`config.mk`:
```
export PLATFORM = sky130hd
export DESIGN_NAME = lru_key_value_cache
export DESIGN_NICKNAME = d
export VERILOG_FILES = /design/src/rtl/lkv_pkg.sv /design/src/rtl/lkv_cell.sv /design/src/rtl/lru_key_value_cache.sv
export VERILOG_INCLUDE_DIRS = /design/src /design/src/rtl
export SDC_FILE = /design/constraint.sdc
export NUM_CORES = 2
export LEC_CHECK = 0
export BUFFER_PORTS_ARGS = -buffer_cell sky130_fd_sc_hd__buf_2
export CORE_MARGIN = 2
export CORE_UTILIZATION = 35
export CTS_BUF_LIST = sky130_fd_sc_hd__clkbuf_2
export DETAILED_ROUTE_END_ITERATION = 12
export SLEW_MARGIN = 20
export SYNTH_ARGS = -nofsm -noshare
export SYNTH_HDL_FRONTEND = slang
export SYNTH_SLANG_ARGS = --single-unit
```
`constraint.sdc`:
```
create_clock -name clk -period 19 [get_ports clk]
set_input_delay 2.85 -clock clk [delete_from_list [all_inputs] [get_ports clk]]
set_output_delay 2.85 -clock clk [all_outputs]
set_load 0.01 [all_outputs]
```
`src/rtl/lru_key_value_cache_assert.svh`:
```
// Assertion macros shared by the LRU key/value cache RTL.
// Included by the top level; needs no package.
`ifndef LRU_KEY_VALUE_CACHE_ASSERT_SVH
`define LRU_KEY_VALUE_CACHE_ASSERT_SVH

// Same-cycle implication, checked only while out of reset.
`define LKV_ASSERT_NOW(label, clk, rst_n, ante, cons, msg) \
	label: assert property (@(posedge clk) disable iff (!rst_n) (ante) |-> (cons)) \
		else $error(msg);

// Next-cycle implication, checked only while out of reset.
`define LKV_ASSERT_NEXT(label, clk, rst_n, ante, cons, msg) \
	label: assert property (@(posedge clk) disable iff (!rst_n) (ante) |=> (cons)) \
		else $error(msg);

`endif

```
`src/rtl/lkv_pkg.sv`:
```
// Package for the LRU key/value cache: field widths, operation codes,
// beat structs and the cell control struct. No dependencies.
`timescale 1ns / 1ps

package lkv_pkg;

	localparam int DEF_ENTRIES = 16;
	localparam int FUNC_W      = 3;
	localparam int KEY_W       = 32;
	localparam int VAL_W       = 32;
	localparam int CAP_W       = 5;
	localparam int CNT_W       = 32;

	localparam logic [CAP_W-1:0] CAP_RESET = CAP_W'(16);

	localparam logic [FUNC_W-1:0] FUNC_GET      = 3'd0;
	localparam logic [FUNC_W-1:0] FUNC_PUT      = 3'd1;
	localparam logic [FUNC_W-1:0] FUNC_REMOVE   = 3'd2;
	localparam logic [FUNC_W-1:0] FUNC_CONTAINS = 3'd3;
	localparam logic [FUNC_W-1:0] FUNC_CLEAR    = 3'd4;

	typedef struct packed {
		logic [FUNC_W-1:0] func;
		logic [KEY_W-1:0]  key;
		logic [VAL_W-1:0]  value;
	} in_t;

	typedef struct packed {
		logic              found;
		logic [VAL_W-1:0]  read_value;
		logic              evicted;
		logic [KEY_W-1:0]  evicted_key;
		logic [CAP_W-1:0]  occupancy;
		logic [CNT_W-1:0]  hits;
		logic [CNT_W-1:0]  misses;
		logic [CNT_W-1:0]  evictions;
	} out_t;

	typedef struct packed {
		logic [KEY_W-1:0] key;
		logic [VAL_W-1:0] value;
	} kv_t;

	// How the row of cells moves on a committed request.
	typedef enum logic [1:0] {
		MODE_HOLD,
		MODE_FRONT_HIT,
		MODE_FRONT_INS,
		MODE_PULL
	} shift_mode_t;

	typedef struct packed {
		shift_mode_t      mode;
		logic [KEY_W-1:0] key;
	} cell_ctrl_t;

endpackage

```
`src/rtl/lkv_cell.sv`:
```
// One recency position of the LRU cache: holds a key/value pair, compares
// its key, and trades data with its neighbors. Depends on lkv_pkg.
`timescale 1ns / 1ps

module lkv_cell (
	input  logic               clk,
	input  lkv_pkg::cell_ctrl_t ctrl,
	input  logic               occupied,
	input  logic               ins_shift,
	input  lkv_pkg::kv_t       left_kv,
	input  lkv_pkg::kv_t       right_kv,
	input  logic               hit_ge_i,
	input  logic               hit_le_i,
	output logic               hit,
	output logic               hit_ge_o,
	output logic               hit_le_o,
	output lkv_pkg::kv_t       kv
);
	import lkv_pkg::*;

	kv_t kv_q;
	kv_t kv_d;

	assign hit      = occupied && (kv_q.key == ctrl.key);
	// hit_ge: a hit sits at this position or further back.
	// hit_le: a hit sits at this position or further forward.
	assign hit_ge_o = hit || hit_ge_i;
	assign hit_le_o = hit || hit_le_i;
	assign kv       = kv_q;

	always_comb begin
		kv_d = kv_q;
		case (ctrl.mode)
			MODE_FRONT_HIT: if (hit_ge_o) begin
				kv_d = left_kv;
			end
			MODE_FRONT_INS: if (ins_shift) begin
				kv_d = left_kv;
			end
			MODE_PULL: if (hit_le_o) begin
				kv_d = right_kv;
			end
			default: kv_d = kv_q;
		endcase
	end

	always_ff @(posedge clk) begin
		kv_q <= kv_d;
	end

endmodule

```
`src/rtl/lru_key_value_cache.sv`:
```
// Top level of the LRU key/value cache: request and result registers,
// operation decode, statistics and the row of lkv_cell instances.
// Depends on lkv_pkg, lkv_cell and lru_key_value_cache_assert.svh.
`timescale 1ns / 1ps
//
//  Channel   Signals                         Beat
//  ------    ------------------------------  -----------------------------------
//  in        in_valid / in_ready / in_data    one request: func, key, value
//  out       out_valid / out_ready / out_data one result per request
//  cfg       cfg_wen / cfg_wdata              capacity write, no handshake
//
//  A request is taken into the request register, where the cells compare
//  their keys and, once it commits, shift in one step.
//  A new request is accepted as soon as the previous one has committed, even
//  while its result still waits in the output register; the commit stalls
//  only while that register is full and not being drained.
//  Reset empties the store, zeroes the counters and sets capacity to 16.

module lru_key_value_cache #(
	parameter int ENTRIES = lkv_pkg::DEF_ENTRIES
) (
	input  logic                      clk,
	input  logic                      arst_n,
	input  logic                      cfg_wen,
	input  logic [lkv_pkg::CAP_W-1:0] cfg_wdata,
	input  logic                      in_valid,
	output logic                      in_ready,
	input  lkv_pkg::in_t              in_data,
	output logic                      out_valid,
	input  logic                      out_ready,
	output lkv_pkg::out_t             out_data
);
	import lkv_pkg::*;

	localparam int CW   = $clog2(ENTRIES + 1);
	localparam int CMPW = (CW > CAP_W) ? CW : CAP_W;

	logic             busy_q;
	in_t              req_s1;
	logic             out_valid_q;
	out_t             out_q;
	logic [CW-1:0]    count_q;
	logic [CNT_W-1:0] hits_q;
	logic [CNT_W-1:0] misses_q;
	logic [CNT_W-1:0] evictions_q;
	logic [CAP_W-1:0] capacity_q;

	logic             commit;
	logic             any_hit;
	logic             evict_full;
	logic [CMPW-1:0]  cap_eff;
	logic [VAL_W-1:0] hit_value;
	logic [KEY_W-1:0] last_key;
	shift_mode_t      mode;
	cell_ctrl_t       cell_ctrl;
	kv_t              front_kv;
	out_t             res;
	logic [CW-1:0]    count_next;
	logic [CNT_W-1:0] hits_next;
	logic [CNT_W-1:0] misses_next;
	logic [CNT_W-1:0] evictions_next;

	logic [ENTRIES-1:0] occupied;
	logic [ENTRIES-1:0] ins_shift;
	logic [ENTRIES-1:0] hit_vec;
	logic [ENTRIES:0]   hit_ge;
	logic [ENTRIES:0]   hit_le;
	kv_t                cell_kv [ENTRIES];

	assign in_ready  = !busy_q;
	assign commit    = busy_q && (!out_valid_q || out_ready);
	assign out_valid = out_valid_q;
	assign out_data  = out_q;

	// Capacity zero acts as one, anything above the row length as the row length.
	always_comb begin
		cap_eff = CMPW'(capacity_q);
		if (capacity_q == '0) begin
			cap_eff = CMPW'(1);
		end else if (cap_eff > CMPW'(ENTRIES)) begin
			cap_eff = CMPW'(ENTRIES);
		end
	end

	assign evict_full = CMPW'(count_q) >= cap_eff;
	assign any_hit    = hit_ge[0];

	always_comb begin
		hit_value = '0;
		last_key  = '0;
		for (int j = 0; j < ENTRIES; j++) begin
			occupied[j] = CW'(j) < count_q;
			// On eviction the last entry is overwritten; otherwise the row grows by one.
			ins_shift[j] = evict_full ? occupied[j] : (CW'(j) <= count_q);
			if (hit_vec[j]) begin
				hit_value = hit_value | cell_kv[j].value;
			end
			if (CW'(j + 1) == count_q) begin
				last_key = last_key | cell_kv[j].key;
			end
		end
	end

	always_comb begin
		res            = '0;
		mode           = MODE_HOLD;
		count_next     = count_q;
		hits_next      = hits_q;
		misses_next    = misses_q;
		evictions_next = evictions_q;
		unique case (req_s1.func)
			FUNC_GET: begin
				res.found = any_hit;
				if (any_hit) begin
					res.read_value = hit_value;
					mode           = MODE_FRONT_HIT;
					hits_next      = (hits_q == '1) ? hits_q : hits_q + 1'b1;
				end else begin
					misses_next = (misses_q == '1) ? misses_q : misses_q + 1'b1;
				end
			end
			FUNC_PUT: begin
				res.found = any_hit;
				if (any_hit) begin
					mode = MODE_FRONT_HIT;
				end else begin
					mode = MODE_FRONT_INS;
					if (evict_full) begin
						res.evicted     = 1'b1;
						res.evicted_key = last_key;
						evictions_next  = (evictions_q == '1) ? evictions_q
							: evictions_q + 1'b1;
					end else begin
						count_next = count_q + 1'b1;
					end
				end
			end
			FUNC_REMOVE: begin
				res.found = any_hit;
				if (any_hit) begin
					mode       = MODE_PULL;
					count_next = count_q - 1'b1;
				end
			end
			FUNC_CONTAINS: begin
				res.found = any_hit;
			end
			FUNC_CLEAR: begin
				count_next     = '0;
				hits_next      = '0;
				misses_next    = '0;
				evictions_next = '0;
			end
			default: begin
			end
		endcase
		res.occupancy = CAP_W'(count_next);
		res.hits      = hits_next;
		res.misses    = misses_next;
		res.evictions = evictions_next;
	end

	// The head cell takes the request key; its value is new on put, kept on get.
	assign front_kv.key   = req_s1.key;
	assign front_kv.value = (req_s1.func == FUNC_PUT) ? req_s1.value : hit_value;

	assign cell_ctrl.mode = commit ? mode : MODE_HOLD;
	assign cell_ctrl.key  = req_s1.key;

	assign hit_ge[ENTRIES] = 1'b0;
	assign hit_le[0]       = 1'b0;

	for (genvar j = 0; j < ENTRIES; j++) begin : g_cell
		kv_t left_kv;
		kv_t right_kv;

		if (j == 0) begin : g_head
			assign left_kv = front_kv;
		end else begin : g_body
			assign left_kv = cell_kv[j-1];
		end

		if (j == ENTRIES - 1) begin : g_tail
			assign right_kv = '0;
		end else begin : g_inner
			assign right_kv = cell_kv[j+1];
		end

		lkv_cell u_cell (
			.clk      (clk),
			.ctrl     (cell_ctrl),
			.occupied (occupied[j]),
			.ins_shift(ins_shift[j]),
			.left_kv  (left_kv),
			.right_kv (right_kv),
			.hit_ge_i (hit_ge[j+1]),
			.hit_le_i (hit_le[j]),
			.hit      (hit_vec[j]),
			.hit_ge_o (hit_ge[j]),
			.hit_le_o (hit_le[j+1]),
			.kv       (cell_kv[j])
		);
	end

	always_ff @(posedge clk or negedge arst_n) begin
		if (!arst_n) begin
			busy_q      <= 1'b0;
			out_valid_q <= 1'b0;
			count_q     <= '0;
			hits_q      <= '0;
			misses_q    <= '0;
			evictions_q <= '0;
			capacity_q  <= CAP_RESET;
		end else begin
			if (cfg_wen) begin
				capacity_q <= cfg_wdata;
			end
			if (in_valid && in_ready) begin
				busy_q <= 1'b1;
			end else if (commit) begin
				busy_q <= 1'b0;
			end
			if (commit) begin
				out_valid_q <= 1'b1;
				count_q     <= count_next;
				hits_q      <= hits_next;
				misses_q    <= misses_next;
				evictions_q <= evictions_next;
			end else if (out_ready) begin
				out_valid_q <= 1'b0;
			end
		end
	end

	always_ff @(posedge clk) begin
		if (in_valid && in_ready) begin
			req_s1 <= in_data;
		end
		if (commit) begin
			out_q <= res;
		end
	end

`include "lru_key_value_cache_assert.svh"

	// Keys are unique among occupied cells, so at most one cell can match.
	`LKV_ASSERT_NOW(a_single_hit, clk, arst_n, 1'b1, $onehot0(hit_vec), "more than one cell hit")
	`LKV_ASSERT_NOW(a_count_bound, clk, arst_n, 1'b1, count_q <= CW'(ENTRIES), "occupancy overflow")
	`LKV_ASSERT_NEXT(a_stall_holds, clk, arst_n, busy_q && !commit, busy_q && $stable(req_s1), "stalled request lost")
	`LKV_ASSERT_NEXT(a_commit_result, clk, arst_n, commit, out_valid_q, "committed request gave no result")

endmodule

```
; Yosys cells after proc, flatten, opt, wreduce, memory -nomap -nowiden
; Index checks and enable logic that the tools add are counted.
[totals]
inputBits = 77
word_cells = 426
out_inout_bits = 169
ff_bits = 1366
[op_classes]
n_eq_ne = 90
add_sub_neg = 5
muxes = 139
n_reduce_logical = 76
magnitude_cmp = 34
n_bitwise = 32
[ops]
columns = op, n
row1 = 64-bit two-way mux, 48
row2 = 64-bit case mux with 3 select lines, 16
row3 = 32-bit two-way mux, 40
row4 = 32-bit bitwise OR, 30
row5 = 32-bit equality test, 16
row6 = 32-bit case mux with 2 select lines, 3
row7 = "32-bit by 1-bit adder with 32-bit output, second input constant", 3
row8 = "32-bit equality test, second input constant", 3
row9 = "2-bit by 1-bit != test with 1-bit output, second input constant", 47
row10 = 4-bit AND reduction, 16
row11 = "4-bit by 5-bit equality test with 1-bit output, first input constant", 8
row12 = "4-bit by 5-bit <= comparator with 1-bit output, first input constant", 8
row13 = "4-bit by 5-bit < comparator with 1-bit output, first input constant", 8
row14 = 33-bit two-way mux, 1
row15 = 1-bit logical OR, 31
row16 = 5-bit two-way mux, 5
row17 = 1-bit two-way mux, 21
row18 = "3-bit by 5-bit equality test with 1-bit output, first input constant", 4
row19 = "3-bit by 5-bit <= comparator with 1-bit output, first input constant", 4
row20 = "3-bit by 5-bit < comparator with 1-bit output, first input constant", 4
row21 = 1-bit logical AND, 18
row22 = 5-bit case mux with 3 select lines, 1
row23 = "2-bit by 5-bit equality test with 1-bit output, first input constant", 2
row24 = "1-bit by 5-bit <= comparator with 1-bit output, first input constant", 2
row25 = 27 further kinds, 37

; Logic depth before layout (Yosys ltp)
[logic_depth]
depth_word = 36
depth_mapped = 17
mapped_depth_nobuf = 13

; Modules after synthesis
; From an unflattened synthesis, not the netlist that was laid out.
[hier_totals]
hier_cells = 5428
area_unflattened_um2 = 71563.6
[modules_own_cells]
columns = mod, area_each_um2, cells_per_inst, n_inst, seq_area_each_um2
row1 = lkv_cell, 3105.5, 195, 16, 1921.8
row2 = lru_key_value_cache, 21876.0, 2308, 1, 9730.6

; Worst setup path before layout
; Ideal clock, no wire load.
[synth_path]
kind = input to register
startpoint = input port out_ready
endpoint = register hits_q[23]
required_time_ns = 18.878
path_stages = 7
n_path_buf = 2
slack_ns = 9.853
setup_ns = 0.122
arrival_ns = 9.026
cell_sequence = nand2b_1 nand2_1 inv_1 clkbuf_1 clkbuf_1 o21ai_0 a21o_1
[synth_between]
elab_chain_cells = 2
[synth_rtl]
columns = element, line_no
row1 = "start, declared", lru_key_value_cache.sv:30  ; input logic out_ready,
row2 = 1-bit logical OR, lru_key_value_cache.sv:71  ; assign commit = busy_q && (!out_valid_q || out_ready);
row3 = 1-bit logical AND, lru_key_value_cache.sv:71
row4 = via commit, lru_key_value_cache.sv:48  ; logic commit;
row5 = "end signal, assigned", lru_key_value_cache.sv:226  ; hits_q <= hits_next;
row6 = "end, declared", lru_key_value_cache.sv:43  ; logic [CNT_W-1:0] hits_q;
; The timed path passes the listed nets, and every way through them passes these cells.
; A chain may end at the register's enable or synchronous reset.

==> results.json <==
{
  "power.density_nw_per_um2": 104,
  "postCtsSetupRepairBufs": 0,
  "rsz0062_at_grt": "no",
  "cp-end-kind": "flop",
  "ant_nets": 0,
  "final.setup_skew_ns": 0.337,
  "post-route-min-period_ns": 7.76,
  "r2r-end": "g_cell[8].u_cell.kv[49]",
  "hold_end": "g_cell[5].u_cell.kv[43]",
  "drt-total-wl_mm": 325,
  "ys_types": 81,
  "synth_area_um2": 72800,
  "track_usage_pct": 29.8,
  "htreeDepth": 5,
  "die-area_um2": 212000,
  "area_growth_syn_to_layout_pct": 9.65,
  "r2r-start": "cell_ctrl[24]",
  "synth.ff_latch_count": 1366,
  "yosysSeqAreaShare_pct": 55.6,
  "gp_congestion": 1.09,
  "outcome": "completed",
  "fin_crit_sh_pct": 40.9,
  "cts_sinks": 1366,
  "vdd_ir_drop_max_mv": 0.0741,
  "synthArstFlopShare_pct": 7.91,
  "hold_class": "flop to flop",
  "worstPathArrival_ns": 9.43,
  "final_max_slew_viol_count": 0,
  "cap_violations": 0,
  "grt_overflow": 0,
  "ctsResizeCount": 0,
  "fin_setup_tns_ns": 0,
  "yosysWarningCount": 0,
  "worst_slew_pin_slew_ns": 1.33,
  "path_class": "flop to flop",
  "p_leak_uw": 0.0308,
  "finalHoldViolations": 0,
  "instances_no_fill": 10800,
  "cts-root-buf": "clkbuf_2",
  "die_x_um": 460,
  "dp.final_hpwl_mm": 212,
  "num_rows": 167,
  "io_pins": 246,
  "worst_skew_pair.late_latency_ns": 1.99,
  "nets": 7882,
  "drive_above_1_share_pct": 13.2,
  "critPathLaunch": "cell_ctrl[24]",
  "post-route-drc-count": 0,
  "synth_top_area_cell": "edfxtp_1",
  "cts_tree": "done",
  "cp-start-kind": "flop",
  "hold_start": "g_cell[6].u_cell.kv[43]",
  "clkSlewWorstSetupHoldPaths_ns": 0.11,
  "r2r_slack_ns": 11.24,
  "critPathRequiredTime_ns": 20.67,
  "grt_max_degree": 232,
  "setup_viol": 0,
  "routedWlPerCell_um": 30.2,
  "dr.pass1.iters": 8,
  "viasPerCell": 5.93,
  "synth_top_area_share_pct": 51.9,
  "antenna_found_initial": 26,
  "hold_depth": 2,
  "synth_edf_count": 1258,
  "grt_pass1_wl_mm": 450,
  "portBuffers": 245,
  "placed_cells": 10100,
  "vias": 63900,
  "avgSynthCellArea_um2": 9.66,
  "syn-num-nets": 7626,
  "ff2ff_path_depth": 13,
  "maxSlewHeadroom_pct": 11.1,
  "fp.coreArea_um2": 207000,
  "drtIter0Drc": 9809,
  "initial_core_util_pct": 35.2,
  "ctsHoldBuffers": 0,
  "fmax_mhz": 129,
  "numCtsBuffers": 385,
  "ys_top_cells_by_area": "edfxtp_1, nand2_1, xnor2_1",
  "path_max_fanout": 215,
  "clock_path_buffers": 4,
  "syn_inst": 7536,
  "grt_pass1_vias": 58900,
  "synthFlopType": "edfxtp_1",
  "die_y_um": 460
}
[layout make-up]
cell class	instances	area (um^2)
inverters	41	161
repair buffers	389	2370
well taps	2704	3380
fillers	20700	127000
flip-flops and latches	1366	40500
diodes	13	32.5
clock inverters	100	453
multi-input cells	5609	30200
clock buffers	546	2730
[placed cells by master (no fill, tap or decap), types with 74 or more instances in the layout]
cell type     n
buf_2       244
nand4_1     268
clkinv_1     75
xnor2_1     498
a22o_1      169
nand2_1    2951
a221oi_1    158
clkbuf_2    546
nor2_1      242
edfxtp_1   1258
dfrtp_1     107
buf_4       141
o21ai_0     107
a22oi_1     191
xor2_1       74
nor3_1       74
nand3_1     159
[metal layers]
metal  share of wire (%)  global-route usage [%]  vias to the layer above
li1                    -                       -                    27300
met1                  41                    41.7                    31100
met2                  42                    42.7                     4593
met3                  12                    7.62                      897
met4                 5.3                    14.2                       14
met5               0.026                       0                        -
[metrics by stage]
| step | setup WS, ns | hold slack [ns] | power (uW) | area [um^2] | utilization (%) |
|---|---|---|---|---|---|
| final | 11.24 | 0.447 | 8270 | 79800 | 38.6 |
| after global routing | 11.28 | 0.496 | 8550 | 79800 | 38.6 |
| after CTS | 11.51 | 0.449 | 8250 | 79700 | 38.5 |
| after detailed placement | 11.21 | 0.497 | 6140 | 76500 | 37.0 |
| after global placement | 11.29 | 0.481 | 6120 | 76500 | 37.0 |
| after floorplan | 9.85 | 0.472 | 5060 | 72800 | - |
[cell usage after synthesis, drive strengths merged, types with 56 or more instances]
| library cell | instances |
|---|---|
| nor4 | 76 |
| and2 | 75 |
| nand3 | 161 |
| clkbuf | 279 |
| xnor2 | 499 |
| edfxtp | 1258 |
| a22oi | 191 |
| a21oi | 78 |
| dfrtp | 107 |
| a221oi | 158 |
| xor2 | 74 |
| and3 | 56 |
| nand2 | 2954 |
| nand4 | 268 |
| buf | 241 |
| nor2 | 247 |
| nor3 | 84 |
| a22o | 169 |
| o21ai | 120 |
[power breakdown]
group | switching (uW) | internal, uW
Sequential | 320 | 3730
Clock | 1320 | 793
Combinational | 1590 | 520
Total | 3230 | 5040
[worst max-delay path by stage]
stage	to	cells past startpoint	slack, ns
finish	g_cell[8].u_cell.kv[49]	13	11.24
global route	g_cell[14].u_cell.kv[56]	13	11.28
CTS	g_cell[3].u_cell.kv[42]	12	11.51
detailed placement	g_cell[7].u_cell.kv[56]	11	11.21
global placement	g_cell[10].u_cell.kv[56]	11	11.29
floorplan	hits_q[23]	7	9.85
[state kept, by name, summed over array words and instances (netlist names)]
name,flops
capacity_q,5
cell_ctrl,32
req_s1,35
evictions_q,32
count_q,5
misses_q,32
busy_q,1
hits_q,32
out_data,167
g_cell.u_cell.kv,1024
out_valid,1
[critical path, cell delays in order, from the launching register on]
cell and delay [ns]:
edfxtp_1 0.80, xnor2_1 0.97, nand4_1 0.36, nor4_1 0.64, nand4_1 0.24, o2111a_1 0.45, nor4bb_4 0.26, buf_4 0.38
nor3_2 0.38, buf_12 0.56, buf_4 0.88, buf_4 0.87, nand2_1 0.13, nand2_1 0.10
[kinds of logic (layout without fill, tap and decap cells)]
logic type               after synthesis  after routing  synth area share, %
buffers and inverters                561           1076                 3.39
adder cells (fa/ha/maj)               13             13                0.224
AND/OR/NAND/NOR                     4105           4105                 24.3
other                                  0             13                    0
AO/OA/AOI/OAI                        875            875                 8.99
multiplexers                          43             43                0.605
flip-flops                          1366           1366                 55.6
XOR/XNOR                             573            573                 6.90
(Power assumes the default switching activity.)
